### src/design/chme_ram.sv
// Generic single write port, single read port RAM with registered read data.
`default_nettype none
module chme_ram #(
   parameter int unsigned WIDTH = 8,
   parameter int unsigned DEPTH = 16
) (
   input  wire logic                                      clock,
   input  wire logic                                      wr_en,
   input  wire logic [(DEPTH > 1 ? $clog2(DEPTH) : 1)-1:0] wr_addr,
   input  wire logic [WIDTH-1:0]                          wr_data,
   input  wire logic [(DEPTH > 1 ? $clog2(DEPTH) : 1)-1:0] rd_addr,
   output logic      [WIDTH-1:0]                          rd_data
);
   logic [WIDTH-1:0] mem_ff [DEPTH];

   // write port
   always_ff @(posedge clock) begin
      if (wr_en) begin
         mem_ff[wr_addr] <= wr_data;
      end
   end

   // registered read port
   always_ff @(posedge clock) begin
      rd_data <= mem_ff[rd_addr];
   end
endmodule
`default_nettype wire

### config.mk
export PLATFORM = sky130hd
export DESIGN_NAME = chme_ram
export DESIGN_NICKNAME = d
export VERILOG_FILES = /design/src/design/chme_ram.sv
export SDC_FILE = /design/constraint.sdc
export NUM_CORES = 1
export LEC_CHECK = 0
export ABC_AREA = 0
export BUFFER_PORTS_ARGS = -buffer_cell sky130_fd_sc_hd__buf_2
export CELL_PAD_IN_SITES_DETAIL_PLACEMENT = 0
export CELL_PAD_IN_SITES_GLOBAL_PLACEMENT = 1
export CORE_ASPECT_RATIO = 0.8
export CORE_MARGIN = 4
export CORE_UTILIZATION = 48
export DETAILED_ROUTE_END_ITERATION = 10
export GPL_TIMING_DRIVEN = 0
export PLACE_DENSITY_LB_ADDON = 0.1
export RECOVER_POWER = 50
export SKIP_LAST_GASP = 1
export SYNTH_ARGS = -nofsm -noshare
export SYNTH_HDL_FRONTEND = slang
export SYNTH_SLANG_ARGS = --single-unit
### constraint.sdc
create_clock -name clock -period 2.1 [get_ports clock]
set_input_delay 0.63 -clock clock [delete_from_list [all_inputs] [get_ports clock]]
set_output_delay 0.63 -clock clock [all_outputs]
set_load 0.005 [all_outputs]
==> run summary <==
status -> complete, no violations
Ports -> 26
Syn. warnings -> 0
synthesized area per cell -> 22.5 um^2
Hold Buf Count CTS -> 0
worst slack at placement -> -0.316 ns
number of synthesized flops with an enable pin -> 128
grt total ovfl -> 0
P&R area growth vs syn -> 18.8%
WL/cell -> 22.9 um
share of layout cells above drive strength 1 -> 26.3%
Rows -> 33
clk_skew -> 0.00668 ns
# diodes -> 0
core box area -> 10400 um^2
slowest stage cell, crit path -> nor3_1
total wire length -> 9.72 mm
critical setup path kind -> input pin to register
RePlAce Congestion -> 0.696
Die Span X -> 124 um
antenna violations before repair -> 0
Pins Over Slew Limit -> 0
drt drc -> 0
Setup WS post-layout -> 0.117 ns
final critical-path share of the clock period -> 94.4%
CTS buffer count -> 17
Cell Area, Synth -> 5150 um^2
Worst-Margin Slew -> 1.29 ns
DRT antenna net count -> 0
Netlist cell types -> 19
WP buf/inv -> 1
post-synth top area cell -> edfxtp_1
first-pass GRT wire length -> 14.4 mm
Critical Path RT -> 2.12 ns
startpoint types -> input pin
CTS Sinks -> 136
CTS max path bufs -> 2
routing usage on met3 -> 5.84%
Max Cap Violations -> 0
Fmax achieved -> 504 MHz
met2 Resource Use GR -> 23.7%
Die Span Y -> 101 um
GRT Overall Usage -> 17.2%
GR met1 Demand/Resource -> 26.4%
Layout Utilization -> 59.0%
Synth Instances -> 229
Synthesized Nets -> 247
Setup Viol. Count Final -> 0
first drt pass iteration count -> 4
DR vias/cell -> 5.45
Seq cells post-synth -> 136
Final Hold Fails -> 0
Nets -> 290
clock root cell -> clkbuf_16
register area share after synthesis -> 77.8%
Static Leak -> 2.03 nW
design area -> 6110 um^2
Worst EP arrival -> 2.00 ns
Largest stage delay, worst path -> 1.01 ns
cell with the most instances after synthesis -> edfxtp_1
Slew HR -> 13.6%
async set-reset flop share out of synthesis -> 0%
Fin Hold WS -> 0.681 ns
Clock H-tree levels -> 4
fin crit period -> 1.98 ns
Via Count -> 2317
clk_lat worst skew -> 0.41 ns
number of global-route vias before repair -> 2253
Worst R2R Setup Slack -> 0.70 ns
Worst-path clk slew -> 0.06 ns
Synth top cells by count -> 128 x edfxtp_1, 18 x mux4_2, 16 x a22oi_1
Crit path max-delay family -> simple AND/OR/NAND/NOR gates
leading post-synthesis cells by cell area -> edfxtp_1 75%, mux4_2 7.9%, mux4_1 7.1%
Total Die Area -> 12500 um^2
Synth top area share -> 74.7%
hpwl dp -> 6.19 mm
unrepaired setup endpoints after global routing -> false
first-iteration detailed-routing DRC count -> 197
post-placement cell area -> 5450 um^2
critical path cell sequence -> buf_2 > nand3b_1 > nor3_1
Initial Util -> 49.7%
postcts setup bufs -> 0
predominant post-synthesis flop cell -> edfxtp_1
PortBufs -> 24
peak supply drop -> 0.867 mV
largest net degree at the start of global routing -> 17
gr busiest metal -> met1
worst-path fanout max -> 8
Post-CTS Resized -> 0
TritonCTS clock tree -> yes
PD cells -> 1090 nW/um^2
HP Class -> register to register
endpoint class of the critical path -> register
-- where the power goes --
group / internal, mW / total, mW / switching, mW
registers: 3.04 / 3.05 / 0.0130
clock network: 2.29 / 3.34 / 1.06
logic: 0.117 / 0.285 / 0.168
total: 5.44 / 6.68 / 1.24
-- placed cells by master, fill, tap and decap left out, drive strengths merged, types with 2 or more instances in the layout --
master           n
clkinvlp         3
bufinv           6
clkdlybuf4s25    3
edfxtp         128
a22oi           16
buf             21
mux4            32
nand2            9
nor3             4
nand3b           2
nor2            13
clkinv           3
clkbuf          30
dfxtp            8
nand2b           2
-- metrics by stage --
stage | std cells | total power, mW | setup TNS (ns)
after floorplan | 229 | 3.26 | 0
after global placement | 393 | 3.39 | -13.80
after detailed placement | 393 | 3.40 | -13.27
after CTS | 425 | 6.73 | 0
after global routing | 425 | 6.89 | 0
final | 425 | 6.68 | 0
-- registers in the layout (all words and copies together) (netlist names) --
register / cells
rd_data: 8
mem_ff: 128
-- path summary, 6_finish.rpt --
check	cells past startpoint	end	startpoint
min reg2reg	3	rd_data[2]$_DFF_P_	mem_ff[11][2]$_DFFE_PP_
max reg2reg	3	rd_data[0]$_DFF_P_	mem_ff[7][0]$_DFFE_PP_
max	3	mem_ff[8][6]$_DFFE_PP_	wr_addr[2]
min	3	rd_data[2]$_DFF_P_	mem_ff[11][2]$_DFFE_PP_
-- metal layers --
metal | share of wire, % | wire, um | vias up
met4 | 0.60 | 58 | 0
met5 | 0 | 0 | -
met1 | 50 | 4890 | 1194
met3 | 4.0 | 393 | 6
met2 | 45 | 4370 | 57
li1 | - | - | 1060
-- cells by family after synthesis --
logic type	after synthesis	share of synthesized area [%]
buffers and inverters	10	1.68
muxes	32	15.0
AOI/OAI and AO/OA	16	2.33
DFF	136	77.8
and+or+nand+nor	35	3.18
-- layout make-up --
| type | instances | area (um^2) |
|---|---|---|
| timing repair buffer | 24 | 108 |
| clock buffer | 20 | 457 |
| sequential | 136 | 4000 |
| buffer | 10 | 86.3 |
| multi-input combinational | 83 | 1060 |
| clock inverter | 12 | 221 |
| fill | 760 | 4250 |
| tap | 140 | 175 |
-- worst min-delay path, stage by stage, from the launching register on --
cell	delay [ns]
edfxtp_1	0.32
mux4_1	0.21
a22oi_1	0.08
nand2_1	0.05
No activity file was read; power rests on OpenSTA's default activity.
